`src/hdl/cruise_spacing_controller_assert.svh`:
```
// ----------------------------------------------------------------------------
// cruise spacing controller assertion macros
// shared property shapes for the checks in the controller rtl
// ----------------------------------------------------------------------------
`ifndef CRUISE_SPACING_CONTROLLER_ASSERT_SVH
`define CRUISE_SPACING_CONTROLLER_ASSERT_SVH

// same-cycle implication, disabled during reset
`define CSC_ASSERT_SAME(name, ante, cons, msg) \
  name: assert property (@(posedge clk) disable iff (!rst_n) (ante) |-> (cons)) \
    else $error(msg);

// next-cycle implication, disabled during reset
`define CSC_ASSERT_NEXT(name, ante, cons, msg) \
  name: assert property (@(posedge clk) disable iff (!rst_n) (ante) |=> (cons)) \
    else $error(msg);

`endif

```
`src/hdl/csc_pkg.sv`:
```
// ----------------------------------------------------------------------------
// csc_pkg
// constants, register indexes and datapath widths of the spacing controller
// ----------------------------------------------------------------------------
`timescale 1ns / 1ps

package csc_pkg;

  // fixed point formats
  localparam int FRACTION_BITS = 8;
  localparam int GAIN_BITS     = 16;

  // datapath widths
  localparam int MUL_A_W = 24;
  localparam int MUL_B_W = 17;
  localparam int PROD_W  = MUL_A_W + MUL_B_W;
  localparam int SAFE_W  = 22;
  localparam int ACC_W   = 26;
  localparam int SERR_W  = 18;

  // limits in signal units
  localparam logic [18:0] RANGE_LIMIT     = 19'(200 << FRACTION_BITS);
  localparam logic [15:0] ENGAGE_SPEED    = 16'(11 << FRACTION_BITS);
  localparam logic [15:0] SET_SPEED_LIMIT = 16'(120 << FRACTION_BITS);
  localparam logic [19:0] SAFE_MAX        = 20'hFFFFF;

  // register reset values
  localparam logic [15:0]        RST_SET_SPEED      = 16'd25600;
  localparam logic [15:0]        RST_SPEED_GAIN     = 16'd32768;
  localparam logic [15:0]        RST_DISTANCE_GAIN  = 16'd1311;
  localparam logic [15:0]        RST_CLOSING_GAIN   = 16'd2621;
  localparam logic [15:0]        RST_STANDSTILL     = 16'd2560;
  localparam logic [11:0]        RST_HEADWAY        = 12'd768;
  localparam logic signed [12:0] RST_ACCEL_MIN      = -13'sd1280;
  localparam logic [11:0]        RST_ACCEL_MAX      = 12'd376;

  // register indexes
  localparam logic [2:0] REG_SET_SPEED      = 3'd0;
  localparam logic [2:0] REG_SPEED_GAIN     = 3'd1;
  localparam logic [2:0] REG_DISTANCE_GAIN  = 3'd2;
  localparam logic [2:0] REG_CLOSING_GAIN   = 3'd3;
  localparam logic [2:0] REG_STANDSTILL     = 3'd4;
  localparam logic [2:0] REG_HEADWAY        = 3'd5;
  localparam logic [2:0] REG_ACCEL_MIN      = 3'd6;
  localparam logic [2:0] REG_ACCEL_MAX      = 3'd7;

endpackage

```
`src/hdl/cruise_spacing_controller.sv`:
```
// ----------------------------------------------------------------------------
// cruise_spacing_controller
// sequence: an accepted beat steps through MUL_SAFE, MUL_CLOSE, MUL_DIST, MUL_SPEED
//   and FINISH on the one shared 24x17 multiplier, which forms four products in turn;
//   the next beat is taken only as the result leaves FINISH, once the output is free
// reset: synchronous active-low, configuration registers return to defaults, latch clears
// ----------------------------------------------------------------------------
`timescale 1ns / 1ps
`include "cruise_spacing_controller_assert.svh"

module cruise_spacing_controller (
  input  logic               clk,
  input  logic               rst_n,
  // configuration port
  input  logic               cfg_we,
  input  logic [2:0]         cfg_index,
  input  logic [15:0]        cfg_wdata,
  // input channel
  input  logic               in_valid,
  output logic               in_stall,
  input  logic [15:0]        in_ego_velocity,
  input  logic signed [18:0] in_relative_distance,
  input  logic signed [16:0] in_relative_velocity,
  input  logic               in_acc_request,
  input  logic               in_rain,
  input  logic               in_gas_pedal,
  input  logic               in_brake_pedal,
  input  logic               in_fault,
  // result channel
  output logic               out_valid,
  input  logic               out_stall,
  output logic signed [12:0] out_acceleration,
  output logic               out_engaged,
  output logic [19:0]        out_safe_spacing
);

  // sequencer codes
  localparam logic [2:0] ST_IDLE      = 3'd0;
  localparam logic [2:0] ST_MUL_SAFE  = 3'd1;
  localparam logic [2:0] ST_MUL_CLOSE = 3'd2;
  localparam logic [2:0] ST_MUL_DIST  = 3'd3;
  localparam logic [2:0] ST_MUL_SPEED = 3'd4;
  localparam logic [2:0] ST_FINISH    = 3'd5;

  // configuration registers
  logic [15:0]        set_speed_r;
  logic [15:0]        speed_gain_r;
  logic [15:0]        distance_gain_r;
  logic [15:0]        closing_gain_r;
  logic [15:0]        standstill_r;
  logic [11:0]        headway_r;
  logic signed [12:0] accel_min_r;
  logic [11:0]        accel_max_r;

  // control
  logic [2:0] state_r, state_nxt;
  logic       latch_r, latch_nxt;
  logic       in_fire, out_free, done_ok;

  // captured beat and datapath registers
  logic [15:0]                         ego_r;
  logic signed [18:0]                  rd_r;
  logic signed [16:0]                  rv_r;
  logic [12:0]                         tg_r;
  logic                                engaged_r;
  logic signed [csc_pkg::PROD_W-1:0]   prod_r;
  logic [csc_pkg::SAFE_W-1:0]          safe_r;
  logic signed [csc_pkg::ACC_W-1:0]    cx_r;
  logic                                diff_pos_r;

  // output registers
  logic               out_valid_r;
  logic signed [12:0] out_acc_r;
  logic               out_engaged_r;
  logic [19:0]        out_safe_r;

  // combinational datapath
  logic signed [csc_pkg::MUL_A_W-1:0] mul_a;
  logic signed [csc_pkg::MUL_B_W-1:0] mul_b;
  logic signed [csc_pkg::PROD_W-1:0]  mul_p;
  logic signed [csc_pkg::ACC_W-1:0]   prod_term;
  logic signed [csc_pkg::MUL_A_W-1:0] diff;
  logic [15:0]                        sset;
  logic signed [csc_pkg::SERR_W-1:0]  spd_err;
  logic signed [csc_pkg::ACC_W-1:0]   acc_sel;
  logic signed [csc_pkg::ACC_W-1:0]   amin_ext;
  logic signed [csc_pkg::ACC_W-1:0]   amax_ext;
  logic signed [12:0]                 acc_clamped;
  logic [19:0]                        safe_sat;
  logic [18:0]                        rd_clamped;
  logic                               engage_ok;

  // handshake
  assign out_free = !out_valid_r || !out_stall;
  assign done_ok  = (state_r == ST_FINISH) && out_free;
  assign in_stall = !((state_r == ST_IDLE) || done_ok);
  assign in_fire  = in_valid && !in_stall;

  // configuration writes
  always_ff @(posedge clk) begin
    if (!rst_n) begin
      set_speed_r     <= csc_pkg::RST_SET_SPEED;
      speed_gain_r    <= csc_pkg::RST_SPEED_GAIN;
      distance_gain_r <= csc_pkg::RST_DISTANCE_GAIN;
      closing_gain_r  <= csc_pkg::RST_CLOSING_GAIN;
      standstill_r    <= csc_pkg::RST_STANDSTILL;
      headway_r       <= csc_pkg::RST_HEADWAY;
      accel_min_r     <= csc_pkg::RST_ACCEL_MIN;
      accel_max_r     <= csc_pkg::RST_ACCEL_MAX;
    end else if (cfg_we) begin
      case (cfg_index)
        csc_pkg::REG_SET_SPEED:     set_speed_r     <= cfg_wdata;
        csc_pkg::REG_SPEED_GAIN:    speed_gain_r    <= cfg_wdata;
        csc_pkg::REG_DISTANCE_GAIN: distance_gain_r <= cfg_wdata;
        csc_pkg::REG_CLOSING_GAIN:  closing_gain_r  <= cfg_wdata;
        csc_pkg::REG_STANDSTILL:    standstill_r    <= cfg_wdata;
        csc_pkg::REG_HEADWAY:       headway_r       <= cfg_wdata[11:0];
        csc_pkg::REG_ACCEL_MIN:     accel_min_r     <= $signed(cfg_wdata[12:0]);
        csc_pkg::REG_ACCEL_MAX:     accel_max_r     <= cfg_wdata[11:0];
        default: ;
      endcase
    end
  end

  // engage latch update for the incoming beat
  assign engage_ok = in_acc_request && !in_fault && !in_gas_pedal && !in_brake_pedal;
  always_comb begin
    latch_nxt = latch_r;
    if (in_fire) begin
      if (!latch_r && engage_ok && (in_ego_velocity >= csc_pkg::ENGAGE_SPEED)) begin
        latch_nxt = 1'b1;
      end else if (latch_r && engage_ok) begin
        latch_nxt = 1'b1;
      end else begin
        latch_nxt = 1'b0;
      end
    end
  end

  // range clamp on the lead distance
  assign rd_clamped = (in_relative_distance > $signed(csc_pkg::RANGE_LIMIT)) ?
                      csc_pkg::RANGE_LIMIT : in_relative_distance;

  // sequencer
  always_comb begin
    state_nxt = state_r;
    case (state_r)
      ST_IDLE:      if (in_fire) state_nxt = ST_MUL_SAFE;
      ST_MUL_SAFE:  state_nxt = ST_MUL_CLOSE;
      ST_MUL_CLOSE: state_nxt = ST_MUL_DIST;
      ST_MUL_DIST:  state_nxt = ST_MUL_SPEED;
      ST_MUL_SPEED: state_nxt = ST_FINISH;
      ST_FINISH: begin
        if (in_fire) state_nxt = ST_MUL_SAFE;
        else if (done_ok) state_nxt = ST_IDLE;
      end
      default:      state_nxt = ST_IDLE;
    endcase
  end

  always_ff @(posedge clk) begin
    if (!rst_n) begin
      state_r <= ST_IDLE;
      latch_r <= 1'b0;
    end else begin
      state_r <= state_nxt;
      latch_r <= latch_nxt;
    end
  end

  // operand terms
  assign diff    = $signed({2'b00, safe_r}) - csc_pkg::MUL_A_W'(rd_r);
  assign sset    = (set_speed_r > csc_pkg::SET_SPEED_LIMIT) ?
                   csc_pkg::SET_SPEED_LIMIT : set_speed_r;
  assign spd_err = $signed({2'b00, sset}) - $signed({2'b00, ego_r});

  // shared multiplier operand select
  always_comb begin
    case (state_r)
      ST_MUL_SAFE: begin
        mul_a = $signed({8'd0, ego_r});
        mul_b = $signed({4'd0, tg_r});
      end
      ST_MUL_CLOSE: begin
        mul_a = csc_pkg::MUL_A_W'(rv_r);
        mul_b = $signed({1'b0, closing_gain_r});
      end
      ST_MUL_DIST: begin
        mul_a = diff;
        mul_b = $signed({1'b0, distance_gain_r});
      end
      ST_MUL_SPEED: begin
        mul_a = csc_pkg::MUL_A_W'(spd_err);
        mul_b = $signed({1'b0, speed_gain_r});
      end
      default: begin
        mul_a = '0;
        mul_b = '0;
      end
    endcase
  end

  assign mul_p     = mul_a * mul_b;
  assign prod_term = csc_pkg::ACC_W'(prod_r >>> csc_pkg::GAIN_BITS);

  // capture and accumulate
  always_ff @(posedge clk) begin
    if (in_fire) begin
      ego_r     <= in_ego_velocity;
      rd_r      <= $signed(rd_clamped);
      rv_r      <= in_relative_velocity;
      tg_r      <= in_rain ? {headway_r, 1'b0} : {1'b0, headway_r};
      engaged_r <= latch_nxt;
    end
    // speed product holds while the result waits
    if (state_r != ST_FINISH) prod_r <= mul_p;
    case (state_r)
      ST_MUL_CLOSE: begin
        safe_r <= csc_pkg::SAFE_W'(prod_r >>> csc_pkg::FRACTION_BITS)
                  + csc_pkg::SAFE_W'(standstill_r);
      end
      ST_MUL_DIST: begin
        cx_r       <= prod_term;
        diff_pos_r <= diff > 0;
      end
      ST_MUL_SPEED: cx_r <= cx_r - prod_term;
      default: ;
    endcase
  end

  // command select and limit clamp
  assign amin_ext = csc_pkg::ACC_W'(accel_min_r);
  assign amax_ext = $signed({{(csc_pkg::ACC_W-12){1'b0}}, accel_max_r});
  assign acc_sel  = diff_pos_r ? cx_r : ((cx_r < prod_term) ? cx_r : prod_term);

  always_comb begin
    if (acc_sel < amin_ext) acc_clamped = accel_min_r;
    else if (acc_sel > amax_ext) acc_clamped = $signed({1'b0, accel_max_r});
    else acc_clamped = acc_sel[12:0];
  end

  assign safe_sat = (safe_r > csc_pkg::SAFE_W'(csc_pkg::SAFE_MAX)) ?
                    csc_pkg::SAFE_MAX : safe_r[19:0];

  // result beat register
  always_ff @(posedge clk) begin
    if (!rst_n) begin
      out_valid_r <= 1'b0;
    end else if (done_ok) begin
      out_valid_r <= 1'b1;
    end else if (out_valid_r && !out_stall) begin
      out_valid_r <= 1'b0;
    end
  end

  always_ff @(posedge clk) begin
    if (done_ok) begin
      out_acc_r     <= acc_clamped;
      out_engaged_r <= engaged_r;
      out_safe_r    <= safe_sat;
    end
  end

  assign out_valid         = out_valid_r;
  assign out_acceleration  = out_acc_r;
  assign out_engaged       = out_engaged_r;
  assign out_safe_spacing  = out_safe_r;

  // checks
  `CSC_ASSERT_NEXT(a_fire_starts_seq, in_fire, state_r == ST_MUL_SAFE, "beat did not start sequence")
  `CSC_ASSERT_SAME(a_result_from_finish, $rose(out_valid_r), $past(state_r == ST_FINISH), "result beat without finish step")
  `CSC_ASSERT_SAME(a_acc_in_limits, out_valid_r && (amin_ext <= amax_ext), (out_acc_r >= accel_min_r) && (csc_pkg::ACC_W'(out_acc_r) <= amax_ext), "command outside limits")
  `CSC_ASSERT_SAME(a_busy_stalls, (state_r != ST_IDLE) && (state_r != ST_FINISH), in_stall, "beat taken mid sequence")

endmodule

```
`config.mk`:
```
export PLATFORM = sky130hd
export DESIGN_NAME = cruise_spacing_controller
export DESIGN_NICKNAME = d
export VERILOG_FILES = /design/src/hdl/csc_pkg.sv /design/src/hdl/cruise_spacing_controller.sv
export VERILOG_INCLUDE_DIRS = /design/src /design/src/hdl
export SDC_FILE = /design/constraint.sdc
export NUM_CORES = 2
export LEC_CHECK = 0
export BUFFER_PORTS_ARGS = -buffer_cell sky130_fd_sc_hd__buf_2
export CORE_UTILIZATION = 55
export CTS_CLUSTER_DIAMETER = 150
export CTS_CLUSTER_SIZE = 10
export DETAILED_ROUTE_END_ITERATION = 16
export PLACE_DENSITY_LB_ADDON = 0.15
export RECOVER_POWER = 25
export SLEW_MARGIN = 20
export SYNTH_ARGS = -nofsm -noshare
export SYNTH_HDL_FRONTEND = slang
export SYNTH_SLANG_ARGS = --single-unit
export TNS_END_PERCENT = 100
```
`constraint.sdc`:
```
create_clock -name clk -period 24.5 [get_ports clk]
set_clock_uncertainty 0.05 [all_clocks]
set_input_delay 2.45 -clock clk [delete_from_list [all_inputs] [get_ports clk]]
set_output_delay 2.45 -clock clk [all_outputs]
set_load 0.01 [all_outputs]
```
==> flow_summary.json <==
{
  "p_leak_uw": 0.0150,
  "cp-end-kind": "flop",
  "swShare": 0.402,
  "p_seq_frac": 0.328,
  "clk_path_buf_depth": 3,
  "drive_gt1_frac": 0.0707,
  "finalCritPeriodShare": 0.470,
  "syn_to_final_growth_pct": 7.78,
  "fin_hold_ws_ps": 369,
  "cts_tree": "built",
  "powerDensity_mw_per_mm2": 60.3,
  "finalSetupViolations": 0,
  "drc": 0,
  "diodes": 0,
  "grt-ovfl-total": 0,
  "cts.clk_slew.worst_paths_ps": 50,
  "synth.distinct_cells": 88,
  "die_w_um": 239,
  "power_switching_uw": 808,
  "ant_nets": 0,
  "drv_slew": 200,
  "violations": "capacitance limit, slew limit",
  "fin_ws_ps": 12980,
  "root_buffer": "clkbuf_16",
  "tightest_slew_ps": 2470,
  "rows": 86,
  "cts_buffers": 36,
  "synth_area_per_cell_sq_um": 9.11,
  "grt_pass1_wl_um": 149000,
  "hold_violations": 0,
  "dr.pass1.iters": 8,
  "p_int_uw": 1200,
  "seq_area_frac_synth": 0.255,
  "insertion_delay_ps": 550,
  "ys_async_sr_fraction": 0,
  "cts_resized": 0,
  "cp_max_fo": 40,
  "synth_edf_count": 182,
  "fin_crit_ps": 11520,
  "drtIter0Drc": 2302,
  "cp.required_ps": 24740,
  "worstPathArrival_ps": 11770,
  "cpMostUsedCell": "fa_1",
  "ir_drop_mv": 0.0476,
  "antenna_found_initial": 1,
  "layout_commonest_cell": "inv_1",
  "ys_seq_elements": 304,
  "path_buf_inv": 4,
  "io_buffer_count": 116,
  "synth_area_sq_mm": 0.0310,
  "start_kind": "flop",
  "final.setup.tns_ps": 0,
  "grt_max_degree": 123,
  "cts_hold_buf": 0,
  "status": "finished with violations",
  "max-cap-violations": 5,
  "critPathTopFamily": "adder cells",
  "drt_wl_total_um": 96000,
  "fmax_ghz": 0.0868,
  "grt_pass1_vias": 25300,
  "hold_path.class": "reg -> reg",
  "nets": 4144,
  "clkSinkCount": 304,
  "vias": 25100,
  "synthCells": 3401,
  "fp.coreArea_sq_mm": 0.0554,
  "dp.final_hpwl_um": 75300,
  "cp_slowest_stage_delay_ps": 1820,
  "synthFlopType": "edfxtp_1",
  "via_per_inst": 5.91,
  "die_area_sq_mm": 0.0573,
  "place_ws_ps": 14420,
  "yosys_warnings": 0,
  "power.total_uw": 2010,
  "grt_usage": 0.346,
  "slowest_stage": "clkbuf_1",
  "post_cts_buffers": 0,
  "ioPinCount": 117,
  "layout_common_cells": "inv_1, nand2_1, fa_1",
  "fin_area_sq_mm": 0.0334,
  "synth_nets": 4079,
  "start_util": 0.559,
  "path_class": "reg -> reg",
  "max_slew_margin": -0.647,
  "rsz0062_at_grt": "no",
  "p_clk_frac": 0.248,
  "h-tree-depth": 2,
  "wire_per_inst_um": 22.6,
  "die_y_um": 239,
  "place_area_sq_mm": 0.0323,
  "crit_path_cell_trace": "nand2b_1, nor2_1, clkbuf_1, a221o_1, nand2_1, fa_1, inv_1, fa_1, fa_1, fa_1, fa_1, inv_1, fa_1, inv_1, ha_1, and2_1, and4_1, o211ai_1, nor3_1, o211ai_1, a311oi_1, o21a_1, a31oi_1, xnor2_1",
  "p_comb_frac": 0.424,
  "gp_congestion": 1.01
}
-- flip-flops by register name, summed over array words and instances (netlist names), 16 cells and up --
signal            cells
set_speed_r          16
speed_gain_r         16
rv_r                 17
closing_gain_r       16
ego_r                16
standstill_r         16
out_safe_spacing     20
prod_r               33
rd_r                 19
distance_gain_r      16
cx_r                 26
safe_r               22
-- metrics by stage --
stage	utilization	std cells
floorplan	-	3401
global placement	0.584	4175
detailed placement	0.584	4175
CTS	0.603	4241
global route	0.602	4242
finish	0.602	4242
-- path summary, 6_finish.rpt --
path	to	depth (start not counted)	startpoint	slack, ps
max	prod_r[39]	24	state_r[1]	12980
max reg2reg	prod_r[39]	24	state_r[1]	12980
min reg2reg	out_engaged	0	engaged_r	370
min	out_engaged	0	engaged_r	370
-- layer usage --
metal  vias to the layer above  global-route usage  routed length (um)
met3                       230              0.0709                9380
li1                      11200                   -                   -
met5                         -                   0                   0
met4                         0               0.140                4150
met1                     12400               0.475               39900
met2                      1231               0.538               42600
-- cells by family (layout without fill, tap and decap cells) --
logic type | Yosys count | in the layout | share of synthesized area
and+or+nand+nor | 1088 | 1088 | 0.154
AOI/OAI and AO/OA | 563 | 563 | 0.127
muxes | 45 | 45 | 0.0156
xor gates and xnor gates | 99 | 99 | 0.0280
adders and majority gates | 597 | 597 | 0.333
buffers and inverters | 704 | 797 | 0.0871
other | 1 | 1 | 0.000121
DFF | 304 | 304 | 0.255
-- synthesized netlist by cell type (all sizes together), types with 7 or more instances --
library cell / number / area share
inv: 567 / 0.069
nand2: 506 / 0.061
fa: 379 / 0.24
nor2: 278 / 0.034
ha: 218 / 0.088
edfxtp: 182 / 0.18
dfxtp: 122 / 0.079
clkbuf: 114 / 0.014
o21ai: 114 / 0.019
a21boi: 95 / 0.023
a21oi: 91 / 0.015
xnor2: 74 / 0.021
nand3: 53 / 0.0086
nor2b: 45 / 0.0091
nor3: 43 / 0.0069
and2: 33 / 0.0067
o21a: 33 / 0.0080
a21o: 31 / 0.0075
mux2i: 30 / 0.010
or3: 27 / 0.0055
xor2: 25 / 0.0071
buf: 23 / 0.0044
nand2b: 22 / 0.0044
o211ai: 22 / 0.0055
a22o: 20 / 0.0057
a221oi: 18 / 0.0053
nor4: 17 / 0.0034
or2: 16 / 0.0032
mux2: 15 / 0.0055
a31oi: 14 / 0.0028
nand4: 14 / 0.0028
a211oi: 13 / 0.0032
a221o: 13 / 0.0042
o21bai: 12 / 0.0029
a211o: 11 / 0.0031
and3: 11 / 0.0022
or4: 8 / 0.0021
a22oi: 7 / 0.0017
a41o: 7 / 0.0023
a41oi: 7 / 0.0020
-- power by group through the flow --
stage                     clock network, uW  logic (uW)  registers [uW]
after floorplan                           0         589             642
after global placement                    0         814             667
after detailed placement                  0         834             669
after CTS                               508         841             658
after global routing                    527         941             663
final                                   499         854             659
-- layout make-up --
class                   instances  area (sq um)
flip-flops and latches        304          7910
repair buffers                164           936
well taps                     748           936
fillers                      4780         22000
clock buffers                  63          1020
inverters                     567          2130
clock inverters                 3          26.3
multi-input cells            2393         20400
Note: power is estimated with default switching activity, not from simulation.
